===== src/sarm_div.sv =====
// pipelined rounding divider, one quotient bit per stage, result saturated to +-1.0
module sarm_div #(
  parameter int LANES = 3,
  parameter int MW    = 16,
  parameter int DW    = 16,
  parameter int FB    = 14,
  parameter int SW    = 1
) (
  input  logic                         clk_i,
  input  logic                         rst_ni,
  input  logic                         en_i,
  input  logic                         valid_i,
  input  logic [LANES-1:0][MW-1:0]     mag_i,
  input  logic [LANES-1:0]             neg_i,
  input  logic [DW-1:0]                den_i,
  input  logic [SW-1:0]                side_i,
  output logic                         valid_o,
  output logic [LANES-1:0][FB+1:0]     q_o,
  output logic [SW-1:0]                side_o
);
  localparam int QW  = FB + 1;
  localparam int NW  = MW + FB + 1;
  localparam int CMW = (MW > DW) ? MW : DW;
  localparam logic [QW-1:0] ONE = QW'(1) << FB;

  logic [DW-1:0] rem_s  [QW+1][LANES];
  logic [QW-1:0] low_s  [QW+1][LANES];
  logic [QW-1:0] quo_s  [QW+1][LANES];
  logic          ovf_s  [QW+1][LANES];
  logic          neg_s  [QW+1][LANES];
  logic [DW-1:0] den_s  [QW+1];
  logic [SW-1:0] side_s [QW+1];
  logic          v_s    [QW+1];

  logic [NW-1:0] num    [LANES];
  logic [MW-1:0] hi     [LANES];

  always_comb begin
    for (int l = 0; l < LANES; l++) begin
      num[l] = (NW'(mag_i[l]) << FB) + NW'(den_i >> 1);
      hi[l]  = num[l][NW-1:QW];
    end
  end

  always_ff @(posedge clk_i or negedge rst_ni) begin
    if (!rst_ni) begin
      v_s[0] <= 1'b0;
    end else if (en_i) begin
      v_s[0] <= valid_i;
    end
  end

  always_ff @(posedge clk_i) begin
    if (en_i) begin
      for (int l = 0; l < LANES; l++) begin
        rem_s[0][l] <= DW'(hi[l]);
        low_s[0][l] <= num[l][QW-1:0];
        quo_s[0][l] <= '0;
        ovf_s[0][l] <= CMW'(hi[l]) >= CMW'(den_i);
        neg_s[0][l] <= neg_i[l];
      end
      den_s[0]  <= den_i;
      side_s[0] <= side_i;
    end
  end

  for (genvar k = 0; k < QW; k++) begin : g_stage
    logic [DW:0] rem_sh [LANES];
    logic [DW:0] rem_nx [LANES];
    logic        ge     [LANES];

    always_comb begin
      for (int l = 0; l < LANES; l++) begin
        rem_sh[l] = {rem_s[k][l], low_s[k][l][QW-1]};
        ge[l]     = rem_sh[l] >= {1'b0, den_s[k]};
        rem_nx[l] = ge[l] ? rem_sh[l] - {1'b0, den_s[k]} : rem_sh[l];
      end
    end

    always_ff @(posedge clk_i or negedge rst_ni) begin
      if (!rst_ni) begin
        v_s[k+1] <= 1'b0;
      end else if (en_i) begin
        v_s[k+1] <= v_s[k];
      end
    end

    always_ff @(posedge clk_i) begin
      if (en_i) begin
        for (int l = 0; l < LANES; l++) begin
          rem_s[k+1][l] <= rem_nx[l][DW-1:0];
          low_s[k+1][l] <= low_s[k][l] << 1;
          quo_s[k+1][l] <= {quo_s[k][l][QW-2:0], ge[l]};
          ovf_s[k+1][l] <= ovf_s[k][l];
          neg_s[k+1][l] <= neg_s[k][l];
        end
        den_s[k+1]  <= den_s[k];
        side_s[k+1] <= side_s[k];
      end
    end
  end

  logic [QW-1:0]            qm   [LANES];
  logic [LANES-1:0][FB+1:0] q_d;
  logic [LANES-1:0][FB+1:0] q_q;
  logic [SW-1:0]            side_q;
  logic                     v_q;

  always_comb begin
    for (int l = 0; l < LANES; l++) begin
      qm[l]  = (ovf_s[QW][l] || quo_s[QW][l] > ONE) ? ONE : quo_s[QW][l];
      q_d[l] = neg_s[QW][l] ? -{1'b0, qm[l]} : {1'b0, qm[l]};
    end
  end

  always_ff @(posedge clk_i or negedge rst_ni) begin
    if (!rst_ni) begin
      v_q <= 1'b0;
    end else if (en_i) begin
      v_q <= v_s[QW];
    end
  end

  always_ff @(posedge clk_i) begin
    if (en_i) begin
      q_q    <= q_d;
      side_q <= side_s[QW];
    end
  end

  assign valid_o = v_q;
  assign q_o     = q_q;
  assign side_o  = side_q;

endmodule


===== config.mk =====
export PLATFORM = sky130hd
export DESIGN_NAME = sarm_div
export DESIGN_NICKNAME = d
export VERILOG_FILES = /design/src/sarm_div.sv
export SDC_FILE = /design/constraint.sdc
export NUM_CORES = 2
export LEC_CHECK = 0
export BUFFER_PORTS_ARGS = -buffer_cell sky130_fd_sc_hd__buf_4
export CAP_MARGIN = 20
export CORE_ASPECT_RATIO = 0.5
export CORE_MARGIN = 2
export CORE_UTILIZATION = 35
export DETAILED_ROUTE_END_ITERATION = 12
export GPL_TIMING_DRIVEN = 0
export HOLD_SLACK_MARGIN = 0.1
export SYNTH_ARGS = -nofsm -noshare
export SYNTH_HDL_FRONTEND = slang
export SYNTH_SLANG_ARGS = --single-unit
export TNS_END_PERCENT = 5

===== constraint.sdc =====
create_clock -name clk_i -period 5.2 [get_ports clk_i]
set_input_delay 1.3 -clock clk_i [delete_from_list [all_inputs] [get_ports clk_i]]
set_output_delay 1.3 -clock clk_i [all_outputs]
set_load 0.01 [all_outputs]

# ---- Word-level counts from Yosys, hierarchy flattened
# Memory sizes are Yosys's and may differ from the RTL's. A register that Yosys moved wholly into a read port is not among the register bits.
# Cells that the tools add are included.
dict set report classes {
  reduce_logical 3
  magnitude_cmp 51
  n_addsub 51
  n_mux 53
}
# operator count
set ops {}
lappend ops {{$ge A17 B16 Y1} 45}
lappend ops {{$mux W16} 45}
lappend ops {{$sub A16 B16 Y16} 45}
lappend ops {{$add A30 B15 Y31} 3}
lappend ops {{$mux W15} 6}
lappend ops {{$ge A16 B16 Y1} 3}
lappend ops {{$neg A15 Y16} 3}
lappend ops {{$gt A15 B15 Y1 const B} 3}
lappend ops {{$logic_or A1 B1 Y1} 3}
lappend ops {{$mux W1} 2}
dict set report word_totals {
  word_cells 188
  in_bits 72
  mem_count 7
  ff_bits 65
  ramBits 2576
  out_inout_bits 50
}
# memory depth word_bits rd rd_clocked_by_memory_dff wr line_no
set memory_table {}
lappend memory_table {rem_s 16 48 15 0 16 26} ;# logic [DW-1:0] rem_s [QW+1][LANES];
lappend memory_table {low_s 16 45 15 0 16 27} ;# logic [QW-1:0] low_s [QW+1][LANES];
lappend memory_table {quo_s 16 45 16 0 16 28} ;# logic [QW-1:0] quo_s [QW+1][LANES];
lappend memory_table {den_s 16 16 15 0 16 31} ;# logic [DW-1:0] den_s [QW+1];
lappend memory_table {neg_s 16 3 16 0 16 30} ;# logic neg_s [QW+1][LANES];
lappend memory_table {ovf_s 16 3 16 0 16 29} ;# logic ovf_s [QW+1][LANES];
lappend memory_table {{1 more memories} -- -- -- -- -- --}

# ---- Longest topological paths before layout
# An unclocked memory read counts as a cell.
dict set report logic_depth {
  depth_word 6
  mapped_depth 12
  depth_no_buf 12
}

# ---- Worst setup path after synthesis
# Ideal clock, no wire load.
dict set report synth_path {
  kind {in2reg}
  from {input mag_i[32] in the netlist's numbering}
  to {memory ovf_s[0][0] in the netlist's numbering (data pin)}
  n_path_buf 0
  stages 10
  setup_ns 0.263
  required_time_ns 4.937
  slack_ns 1.933
  arrival_ns 3.004
  path_cell_list {ha_1 -> and3_1 -> and3_1 -> nand3_1 -> xnor2_1 -> ha_1 -> a2111oi_0 -> a31oi_1 -> a21oi_1 -> a211oi_1}
}
# item line_no
set synth_lines {}
lappend synth_lines {{start, declared} 13} ;# input logic [LANES-1:0][MW-1:0] mag_i,
lappend synth_lines {{end, declared} 29}

# ---- Worst setup path in the final report
dict set report layout_path {
  from {input en_i}
  to {register v_s[2] in the netlist's numbering}
}
# item line_no
set layout_lines {}
lappend layout_lines {{start, declared} 11} ;# input logic en_i,
lappend layout_lines {{end signal, assigned by index} 84} ;# v_s[k+1] <= v_s[k];
lappend layout_lines {{end, declared} 33} ;# logic v_s [QW+1];
# No word-level cell between the ends.

==> out/results.ini <==
[logic_synthesis]
synth.cell_area_um2=87000
async_flop_share_pct=1.13
yosysUniqueCellTypes=88
synth_nets=8134
postSynthRegisterBits=1501
yosysWarnings=0
yosysSeqAreaShare_pct=51.7
syn_area_per_cell_um2=12.0
synth_flop_cell=edfxtp_1
synthCells=7271
synthTopCellsByArea=edfxtp_1, ha_1, mux2_2
synth.most_common_cell=edfxtp_1
yosys-top-cells-count=edfxtp_1, ha_1, a21oi_1, nor2_1, mux2_2
yosysTopAreaCellShare_pct=51.2
synth_area_leader_cell=edfxtp_1
synth-edff-count=1484

[route]
vias=55800
avgRoutedWirePerCell_um=19.3
drt_iter0_markers=3793
drc=0
ant_nets=0
via_per_inst=5.06
totalWireLength_um=212000
drt_pass1_iterations=7

[clocking]
clock_sinks=1501
cts_tree=yes
ctsRootBufferMaster=clkbuf_16
cts.repair.resized=0
cts_setup_buffers=0
clock_path_buffers=4
clk-insertion-delay-late_ns=0.84
htree_levels=4
cts_hold_buf=0
cts-buffers-inserted=159
clkTransAtPathRegs_ns=0.07

[global_route]
grtUsageTotal_pct=16.5
gr-total-overflow=0
grt_pass1_wl_um=323000
grt_pass1_vias=54800
grt_max_degree=196
antenna_found_initial=8

[cells_and_area]
multi_input_area_um2=39900
drive_above_1_share_pct=12.4
nets=8427
areaGrowthSynthToFinish_pct=12.0
ff_latch_area_um2=45000
fill_cells=23600
finalNonFillerCells=11000

[critical_path]
end_kind=register
r2r_start=den_s[2][24]$_DFFE_PP_
cp_max_fo=173
worst_ep_required_time_ns=5.90
crit_start=en_i
start_kind=primary input
reg2reg_slack_ns=1.17
worstPathArrival_ns=5.46
critPathKind=primary input to register

[timing]
setup_violations=0
setup_slack_ns=0.437
slew_viol_final=0
hold_viol=0
min_period_ns=4.76
fmax_ghz=0.210
finalCritPeriodShare_pct=91.6
worstMarginPinSlew_ns=1.09
rsz0062_at_grt=no
skew_ns=0.0645
slew-limit-headroom_pct=27.5

[worst_hold_path]
hold_class=primary input to asynchronous set/reset pin

[floorplanning]
dieWidth_um=709
start_util_pct=35.2
die_h_um=357
row_count=129
die-area_um2=253000
core_area_um2=247000
ioPinCount=122

[power_and_ir_drop]
vdd_drop_max_uv=256
power_density_nw_per_um2=598
p_leak_uw=0.0373

[run_status]
outcome=complete, no violations

[placement]
dp_hpwl_um=163000
pre_cts_ws_ns=-0.765
dp.cells=10700
finalWeightedCongestion=0.887
portBuffers=121

[flow_run]
max-cap-violations=0

[power by group]
part / total, µW / switching, µW / leakage (µW) / internal (µW)
sequential: 20500 / 2060 / 0.0147 / 18400
combinational: 26500 / 14200 / 0.0202 / 12300
clock: 11300 / 4750 / 0.00243 / 6520
total: 58200 / 21000 / 0.0373 / 37200
[registers in the layout, summed over array words and instances, names as in the netlist, 16 cells and up]
| register | cells |
|---|---|
| q_o | 48 |
| den_s | 240 |
| quo_s | 360 |
| ovf_s | 48 |
| neg_s | 48 |
| v_s | 16 |
| rem_s | 720 |
| side_s | 16 |
[worst max-delay path: stages]
cell	delay, ns
buf_16	0.30
buf_16	0.53
buf_16	0.48
buf_16	0.41
buf_16	0.54
clkbuf_1	0.41
clkbuf_1	0.45
mux2_2	0.40
[layout make-up]
type	instances	share of cell area, %
Antenna cell	4	0.0103
Clock inverter	83	0.847
Sequential cell	1501	46.2
Clock buffer	190	4.30
Timing Repair Buffer	132	1.22
Tap cell	3340	4.29
Buffer	93	0.533
Multi-Input combinational cell	5246	41.0
Inverter	431	1.66
[final timing paths]
kind	endpoint	cells past startpoint
min	v_s[5]$_DFFE_PN0P_	1
max reg2reg	rem_s[0][310]$_DFFE_PP_	10
min in group clk_i	quo_s[5][22]$_DFFE_PP_	0
max in group asynchronous	v_s[13]$_DFFE_PN0P_	1
max	v_s[2]$_DFFE_PN0P_	8
min reg2reg	quo_s[5][22]$_DFFE_PP_	0
[cell usage in the layout, fill, tap and decap left out, types with 59 or more instances in the layout]
cell type | netlist | layout
nand2_1 | 377 | 377
o21ai_0 | 400 | 400
a211oi_1 | 59 | 59
a21o_1 | 139 | 139
o31a_1 | 70 | 70
o21a_1 | 127 | 127
nand2b_1 | 59 | 59
buf_4 | 11 | 132
inv_1 | 430 | 430
nor3_1 | 169 | 169
nand4_1 | 103 | 103
ha_1 | 749 | 749
clkbuf_1 | 43 | 68
xnor2_1 | 358 | 358
nand3_1 | 95 | 95
mux2_2 | 443 | 443
nor2b_1 | 159 | 159
a21oi_1 | 513 | 513
xor2_1 | 178 | 178
clkbuf_16 | 0 | 163
mux2i_1 | 66 | 66
nor2_1 | 483 | 483
edfxtp_1 | 1484 | 1484
[routing by layer]
layer | global-route usage (%) | share of wire [%]
met1 | 21.1 | 45
met2 | 27.6 | 47
met3 | 2.12 | 3.5
met4 | 8.14 | 5.5
met5 | 0 | 0
[cells by family after synthesis]
logic type	after synthesis	synth area share [%]
muxes	530	6.81
and+or+nand+nor	1680	9.38
buffers and inverters	524	2.46
adders and majority gates	791	11.7
xor gates and xnor gates	536	5.39
DFF	1501	51.7
AOI/OAI and AO/OA	1709	12.5
[metrics by stage]
| step | hold WS [ns] | utilization (%) | area (µm²) | setup TNS [ns] | power (µW) |
|---|---|---|---|---|---|
| after floorplan | 0.400 | - | 87000 | 0 | 40100 |
| after detailed placement | 0.405 | 37.4 | 92400 | -104.49 | 46900 |
| after global placement | 0.400 | 37.3 | 92100 | - | 47000 |
| final | 0.334 | 39.4 | 97500 | 0 | 58200 |
| after CTS | 0.262 | 39.4 | 97400 | 0 | 58600 |
| after global routing | 0.284 | 39.4 | 97400 | 0 | 62500 |
No activity file was read; power rests on OpenSTA's default activity.
