**src/sarm_sqrt.sv**
```systemverilog
// pipelined integer square root, one result bit per stage
module sarm_sqrt #(
  parameter int IW = 32,
  parameter int SW = 1
) (
  input  logic                   clk_i,
  input  logic                   rst_ni,
  input  logic                   en_i,
  input  logic                   valid_i,
  input  logic [IW-1:0]          x_i,
  input  logic [SW-1:0]          side_i,
  output logic                   valid_o,
  output logic [(IW+IW%2)/2-1:0] root_o,
  output logic [SW-1:0]          side_o
);
  localparam int EW  = IW + IW % 2;
  localparam int RTW = EW / 2;
  localparam int RMW = RTW + 3;

  logic [EW-1:0]  x_s    [RTW+1];
  logic [RMW-1:0] rem_s  [RTW+1];
  logic [RTW-1:0] root_s [RTW+1];
  logic [SW-1:0]  side_s [RTW+1];
  logic           v_s    [RTW+1];

  assign x_s[0]    = EW'(x_i);
  assign rem_s[0]  = '0;
  assign root_s[0] = '0;
  assign side_s[0] = side_i;
  assign v_s[0]    = valid_i;

  for (genvar k = 0; k < RTW; k++) begin : g_stage
    logic [RMW-1:0] rem_sh;
    logic [RMW-1:0] trial;
    logic           ge;

    always_comb begin
      rem_sh = {rem_s[k][RMW-3:0], x_s[k][EW-1:EW-2]};
      trial  = {1'b0, root_s[k], 2'b01};
      ge     = rem_sh >= trial;
    end

    always_ff @(posedge clk_i or negedge rst_ni) begin
      if (!rst_ni) begin
        v_s[k+1] <= 1'b0;
      end else if (en_i) begin
        v_s[k+1] <= v_s[k];
      end
    end

    always_ff @(posedge clk_i) begin
      if (en_i) begin
        x_s[k+1]    <= x_s[k] << 2;
        rem_s[k+1]  <= ge ? rem_sh - trial : rem_sh;
        root_s[k+1] <= {root_s[k][RTW-2:0], ge};
        side_s[k+1] <= side_s[k];
      end
    end
  end

  assign valid_o = v_s[RTW];
  assign root_o  = root_s[RTW];
  assign side_o  = side_s[RTW];

endmodule

```
**config.mk**
```make
export PLATFORM = sky130hd
export DESIGN_NAME = sarm_sqrt
export DESIGN_NICKNAME = d
export VERILOG_FILES = /design/src/sarm_sqrt.sv
export SDC_FILE = /design/constraint.sdc
export NUM_CORES = 1
export LEC_CHECK = 0
export BUFFER_PORTS_ARGS = -buffer_cell sky130_fd_sc_hd__clkbuf_2
export CORE_UTILIZATION = 55
export CTS_BUF_LIST = sky130_fd_sc_hd__clkbuf_4 sky130_fd_sc_hd__clkbuf_8 sky130_fd_sc_hd__clkbuf_16
export DETAILED_ROUTE_END_ITERATION = 10
export HOLD_SLACK_MARGIN = 0.12
export PLACE_DENSITY = 0.71
export SLEW_MARGIN = 20
export SYNTH_ARGS = -nofsm -noshare
export SYNTH_HDL_FRONTEND = slang
export SYNTH_SLANG_ARGS = --single-unit
```
**constraint.sdc**
```tcl
create_clock -name clk_i -period 5.9 [get_ports clk_i]
set_input_delay 1.475 -clock clk_i [delete_from_list [all_inputs] [get_ports clk_i]]
set_output_delay 1.475 -clock clk_i [all_outputs]
set_load 0.03 [all_outputs]
```
Yosys cells after proc, flatten, opt, wreduce, memory -nomap -nowiden

Index checks and enable logic that the tools add are counted.
W data, S select, Z words.

Register bits: 649
Latch bits: 0
Memory bits (writable): 0
Bits in read-only memories: 0
Bits of input ports: 37
Word-level logic and storage cells: 125
Memories: 0

Add/sub/neg operators: 15
$mul: 0
Divide/modulo/power cells: 0
Magnitude comparators: 16
Eq/ne operators: 0
Shift operators: 0
Multiplexer cells: 15
Bitwise operators: 0
Reduce and logical (&&, ||, !) cells: 0

Operators by type and width:

| operator         | number |
|---|---|
| $mux W17         | 14 |
| $ge A19 B10 Y1   | 1 |
| $ge A19 B11 Y1   | 1 |
| $ge A19 B12 Y1   | 1 |
| $ge A19 B13 Y1   | 1 |
| $ge A19 B14 Y1   | 1 |
| $ge A19 B15 Y1   | 1 |
| $ge A19 B16 Y1   | 1 |
| $ge A19 B17 Y1   | 1 |
| $ge A19 B3 Y1    | 1 |
| $ge A19 B4 Y1    | 1 |
| $ge A19 B5 Y1    | 1 |
| $ge A19 B6 Y1    | 1 |
| $ge A19 B7 Y1    | 1 |
| $ge A19 B8 Y1    | 1 |
| $ge A19 B9 Y1    | 1 |
| $sub A17 B10 Y17 | 1 |
| $sub A17 B11 Y17 | 1 |
| $sub A17 B12 Y17 | 1 |
| $sub A17 B13 Y17 | 1 |
| $sub A17 B14 Y17 | 1 |
| $sub A17 B15 Y17 | 1 |
| $sub A17 B16 Y17 | 1 |
| $sub A17 B3 Y17  | 1 |
| other kinds (9)  | 9 |

Logic depth before layout (Yosys ltp)

Depth after elaboration: 2
Gate-level depth with buffers: 12
Mapped depth without buffers: 11

Least setup slack after synthesis

Ideal clock, no wire load.

Kind: reg2reg
Start: register rem_s, in the netlist g_stage[12].rem_sh[3]
End: register rem_s, in the netlist g_stage[13].rem_sh[12], data pin
Library setup time: 0.260 ns
Data arrival time: 2.389 ns
Required time: 5.640 ns
Slack: 3.251 ns
Stages on the path, launching flop included: 9
Path buffers: 1
Clock period less this slack: 2.649 ns
Path through: edfxtp_1 ha_1 nand2_1 o31a_1 a21oi_1 nor3_1 o311ai_2 buf_2 mux2_2

Cells in the longest elaborated chain, start to end: 2
Elaborated cells between the ends (all ways): 3

RTL lines:

| what                                               | line   | RTL |
|---|---|---|
| start, declared                                    | 21     | `logic [RMW-1:0] rem_s [RTW+1];` |
| start signal, assigned by index                    | 54     | `rem_s[k+1] <= ge ? rem_sh - trial : rem_sh;` |
| $sub A17 B14 Y17 or $ge A19 B14 Y1 (tied branches) | 54, 40 |  |
| $mux W17 *                                         | 54     |  |

Every way passes the cells marked *; elsewhere a longest branch is shown, timed or not.
A chain may end at the register's enable or synchronous reset.

Worst setup path after layout

Start: register root_s, in the netlist g_stage[13].trial[2]
End: register rem_s, in the netlist g_stage[14].rem_sh[11], data pin

Cells in the longest elaborated chain, start to end: 2
Elaborated cells between the ends (all ways): 3

RTL lines:

| what                            | line | RTL |
|---|---|---|
| start, declared                 | 22   | `logic [RTW-1:0] root_s [RTW+1];` |
| start signal, assigned by index | 55   | `root_s[k+1] <= {root_s[k][RTW-2:0], ge};` |
| $ge A19 B15 Y1                  | 40   | `ge = rem_sh >= trial;` |
| named net g_stage[13].ge        | 35   | `logic ge;` |
| $mux W17                        | 54   |  |

The timed path passes the listed nets, and every way through them passes these cells.

==> metrics.txt <==
# TYPE chip_impl_metric gauge
chip_impl_metric{name="share_of_synthesized_flip_flops_with_an_asynchronous_set_or_reset",unit="%"} 2.48
chip_impl_metric{name="postLayoutCoreUtil",unit="%"} 62.1
chip_impl_metric{name="report.final.hold_viol_count",unit=""} 0
chip_impl_info{name="hp-class",value="register to register"} 1
chip_impl_metric{name="crit_path_max_fanout",unit=""} 12
chip_impl_info{name="clock_tree_root",value="sky130_fd_sc_hd__clkbuf_16"} 1
chip_impl_info{name="dominant_combinational_cell_family_by_area_after_synthesis",value="compound AO/OA/AOI/OAI gates"} 1
chip_impl_metric{name="yosys_reg_bits",unit=""} 645
chip_impl_metric{name="globalRouteTotalUtil",unit="%"} 19.0
chip_impl_metric{name="antenna_found_initial",unit=""} 0
chip_impl_metric{name="area_enclosed_by_the_die_boundary",unit="mm²"} 0.0544
chip_impl_metric{name="gr-total-overflow",unit=""} 0
chip_impl_info{name="grt_setup_unrepaired",value="no"} 1
chip_impl_info{name="outcome",value="complete, no violations"} 1
chip_impl_metric{name="chipHeight",unit="µm"} 233
chip_impl_metric{name="post-dp-hpwl",unit="µm"} 35900
chip_impl_metric{name="number_of_cells_in_the_finished_layout_apart_from_fillers",unit=""} 3011
chip_impl_metric{name="final_layout_size_suffix_gt1_share",unit="%"} 10.8
chip_impl_metric{name="post-route-min-period",unit="ns"} 3.33
chip_impl_metric{name="clk_latency",unit="ns"} 0.59
chip_impl_metric{name="synth.yosys.seq_area_share",unit="%"} 65.6
chip_impl_metric{name="n_antenna_cell",unit=""} 0
chip_impl_metric{name="synth.cell_area",unit="mm²"} 0.0294
chip_impl_metric{name="final.period_utilization",unit="%"} 56.5
chip_impl_metric{name="finish.net_count",unit=""} 2467
chip_impl_metric{name="postRouteWirelength",unit="µm"} 50900
chip_impl_metric{name="floorplan.io_pins",unit=""} 55
chip_impl_metric{name="post_syn_instances",unit=""} 2173
chip_impl_metric{name="initial_core_util",unit="%"} 55.9
chip_impl_metric{name="setup_total_negative_slack",unit="ns"} 0
chip_impl_info{name="end_kind",value="register"} 1
chip_impl_metric{name="wl_per_instance",unit="µm"} 16.9
chip_impl_info{name="timing.critical_path.cells",value="inv_1 > ha_1 > o21ai_0 > a211oi_1 > a221oi_1 > a21oi_1 > o21ai_2 > inv_1 > mux2_2"} 1
chip_impl_info{name="startpoint_type",value="register"} 1
chip_impl_metric{name="total_leakage_power",unit="nW"} 12.6
chip_impl_metric{name="io_buffer_count",unit=""} 54
chip_impl_info{name="critical-path-top-cell-by-count",value="sky130_fd_sc_hd__inv_1"} 1
chip_impl_metric{name="drt_pre_antenna_iters",unit=""} 5
chip_impl_metric{name="numClockSinks",unit=""} 645
chip_impl_metric{name="cts-buffers-inserted",unit=""} 68
chip_impl_metric{name="clk_transition_reported_paths",unit="ns"} 0.06
chip_impl_metric{name="tightest_slew",unit="ns"} 0.940
chip_impl_metric{name="yosys.cell_types.count",unit=""} 83
chip_impl_metric{name="syn_nets",unit=""} 2362
chip_impl_metric{name="cts_hold_repair.buffers",unit=""} 0
chip_impl_metric{name="synth_adder_area_share",unit="%"} 6.47
chip_impl_metric{name="clock_tree.htree_level_count",unit=""} 3
chip_impl_metric{name="syn_to_final_growth",unit="%"} 11.3
chip_impl_info{name="slowest_stage",value="sky130_fd_sc_hd__a211oi_1"} 1
chip_impl_metric{name="detail_route.vias_per_cell",unit=""} 5.61
chip_impl_metric{name="cap_violations",unit=""} 0
chip_impl_metric{name="vdd_ir_drop_max",unit="mV"} 0.272
chip_impl_metric{name="number_of_enable_flip_flop_cells_after_synthesis",unit=""} 629
chip_impl_metric{name="design_area",unit="mm²"} 0.0327
chip_impl_metric{name="core_area",unit="mm²"} 0.0527
chip_impl_metric{name="critPathArrivalTime",unit="ns"} 3.67
chip_impl_metric{name="worstPathRequired",unit="ns"} 6.24
chip_impl_metric{name="final-max-slew-violation-count",unit=""} 0
chip_impl_info{name="clock_tree_from_tritoncts",value="built"} 1
chip_impl_metric{name="die_w",unit="µm"} 233
chip_impl_metric{name="max_freq",unit="GHz"} 0.300
chip_impl_metric{name="average_cell_area_after_synthesis",unit="µm²"} 13.5
chip_impl_metric{name="fill_cells",unit=""} 3907
chip_impl_metric{name="drcViolationCount",unit=""} 0
chip_impl_metric{name="worst_clock_skew",unit="ns"} 0.0187
chip_impl_metric{name="slew-limit-headroom",unit="%"} 37.3
chip_impl_metric{name="clock_path_buffers",unit=""} 3
chip_impl_metric{name="finalSetupViolCount",unit=""} 0
chip_impl_metric{name="muxShareOfSynthArea",unit="%"} 2.04
chip_impl_metric{name="vias",unit=""} 16905
chip_impl_metric{name="synth-compound-area-share",unit="%"} 9.18
chip_impl_metric{name="place.detailed.instances",unit=""} 2896
chip_impl_metric{name="postCtsSetupBuffers",unit=""} 0
chip_impl_metric{name="dr.first_iter.drc_count",unit=""} 1077
chip_impl_metric{name="row_count",unit=""} 84
chip_impl_metric{name="post_place_cell_area",unit="mm²"} 0.0306
chip_impl_metric{name="gp_congestion",unit=""} 0.938
chip_impl_metric{name="via_count_of_the_first_global_routing_pass",unit=""} 16295
chip_impl_metric{name="grt_max_degree",unit=""} 113
chip_impl_info{name="synth_top_flop_cell",value="sky130_fd_sc_hd__edfxtp_1"} 1
chip_impl_metric{name="power.density",unit="mW/mm²"} 361
chip_impl_metric{name="post_synth_xor_xnor_area",unit="%"} 4.79
chip_impl_metric{name="yosys.area_share.simple",unit="%"} 8.93
chip_impl_metric{name="cpPeakStageDelay",unit="ns"} 0.69
chip_impl_metric{name="grt_first_pass_wirelength",unit="µm"} 81900
chip_impl_metric{name="postCtsResizedCells",unit=""} 0
chip_impl_metric{name="timing.reg2reg.setup_slack",unit="ns"} 2.57
chip_impl_metric{name="drtAntennaViolNets",unit=""} 0
chip_impl_info{name="path_class",value="register to register"} 1
chip_impl_metric{name="synthesis.yosys.warnings",unit=""} 0
state kept, by name, summed over array words and instances (netlist names):
| register | cells |
|---|---|
| x_s | 210 |
| side_o | 1 |
| valid_o | 1 |
| v_s | 15 |
| g_stage.rem_sh | 267 |
| side_s | 15 |
| root_o | 16 |
| g_stage.trial | 120 |
synth_stat cells (5+ instances only):
library cell	n	area [µm²]
sky130_fd_sc_hd__edfxtp_1	629	18900
sky130_fd_sc_hd__inv_1	189	709
sky130_fd_sc_hd__nor2_1	157	589
sky130_fd_sc_hd__ha_1	152	1900
sky130_fd_sc_hd__a21oi_1	114	571
sky130_fd_sc_hd__o21ai_0	104	521
sky130_fd_sc_hd__nand2_1	99	372
sky130_fd_sc_hd__xnor2_1	90	788
sky130_fd_sc_hd__xor2_1	71	622
sky130_fd_sc_hd__mux2_2	46	518
sky130_fd_sc_hd__o21a_1	44	330
sky130_fd_sc_hd__nor3_1	41	205
sky130_fd_sc_hd__nand3_1	37	185
sky130_fd_sc_hd__a21o_1	34	255
sky130_fd_sc_hd__nor4_1	29	181
sky130_fd_sc_hd__nor2b_1	25	156
sky130_fd_sc_hd__nand2b_1	24	150
sky130_fd_sc_hd__or3_1	21	131
sky130_fd_sc_hd__nand4_1	19	119
sky130_fd_sc_hd__a31oi_1	16	100
sky130_fd_sc_hd__dfrtp_1	16	400
sky130_fd_sc_hd__buf_2	15	75.1
sky130_fd_sc_hd__o31ai_1	15	113
sky130_fd_sc_hd__a211oi_1	11	82.6
sky130_fd_sc_hd__clkbuf_1	11	41.3
sky130_fd_sc_hd__nand3b_1	11	82.6
sky130_fd_sc_hd__o21bai_1	11	82.6
sky130_fd_sc_hd__and3_1	9	56.3
sky130_fd_sc_hd__or4_1	9	67.6
sky130_fd_sc_hd__a21boi_0	7	52.6
sky130_fd_sc_hd__mux2i_1	7	70.1
sky130_fd_sc_hd__o211ai_1	7	52.6
sky130_fd_sc_hd__o31a_1	7	61.3
sky130_fd_sc_hd__and2_1	5	31.3
final timing paths:
kind                                      start                      to  cells past startpoint
setup reg to reg           g_stage[13].trial[2]  g_stage[14].rem_sh[11]                      9
min in group asynchronous                rst_ni                  v_s[6]                      1
hold reg to reg                        x_s[348]    g_stage[7].rem_sh[0]                      0
setup / recovery           g_stage[13].trial[2]  g_stage[14].rem_sh[11]                      9
max in group asynchronous                rst_ni                 valid_o                      1
hold / removal                         x_s[348]    g_stage[7].rem_sh[0]                      0
area by class of cell:
class                   instances  area, µm²  share of cell area, %
clock buffers                  90       1900                   5.82
clock inverters                25        251                  0.769
inverters                     192        722                   2.21
repair buffers                 67        453                   1.38
flip-flops and latches        645      19300                   59.0
well taps                     688        861                   2.63
multi-input cells            1304       9240                   28.2
placed cells by master (no fill, tap or decap), types with 37 or more instances in the layout:
cell type,count
sky130_fd_sc_hd__edfxtp_1,629
sky130_fd_sc_hd__inv_1,189
sky130_fd_sc_hd__nor2_1,157
sky130_fd_sc_hd__ha_1,152
sky130_fd_sc_hd__a21oi_1,114
sky130_fd_sc_hd__o21ai_0,104
sky130_fd_sc_hd__nand2_1,99
sky130_fd_sc_hd__xnor2_1,90
sky130_fd_sc_hd__xor2_1,71
sky130_fd_sc_hd__clkbuf_16,69
sky130_fd_sc_hd__clkbuf_2,53
sky130_fd_sc_hd__mux2_2,46
sky130_fd_sc_hd__o21a_1,44
sky130_fd_sc_hd__nor3_1,41
sky130_fd_sc_hd__nand3_1,37
through the flow:
| step | worst slack [ns] | hold WS, ns | power, W |
|---|---|---|---|
| after floorplan | 3.25 | 0.400 | 0.00726 |
| after global placement | 2.73 | 0.400 | 0.00774 |
| after detailed placement | 2.63 | 0.405 | 0.00780 |
| after CTS | 2.62 | 0.415 | 0.0119 |
| after global routing | 2.38 | 0.419 | 0.0124 |
| final | 2.57 | 0.411 | 0.0118 |
worst max-delay path: cells and delay by family (launching register included):
family	cells	cell delay, ns
buffers and inverters	2	0.29
adder cells (fa/ha/maj)	1	0.33
multiplexers	1	0.36
AO/OA/AOI/OAI	5	1.73
flip-flops	1	0.36
per-layer routing:
layer | up-vias | wire length [µm] | track usage [%]
met5 | - | 0 | 0
met4 | 0 | 977 | 6.29
met3 | 69 | 2390 | 3.41
met2 | 372 | 24900 | 31.5
met1 | 8181 | 22700 | 25.3
li1 | 8283 | - | -
power breakdown:
part	switching (W)	internal [W]	leakage, nW
Clock	0.00166	0.00244	1.09
Sequential	0.000284	0.00567	6.22
Combinational	0.000981	0.000779	5.28
Total	0.00293	0.00889	12.6
logic make-up (layout without fill, tap and decap cells):
group                      after synthesis  count (layout)
DFF                                    645             645
and+or+nand+nor                        519             519
AOI/OAI and AO/OA                      417             417
buffers and inverters                  224             374
xor gates and xnor gates               161             161
adders and majority gates              152             152
muxes                                   54              54
other                                    1               1
No activity file was read; power rests on OpenSTA's default activity.
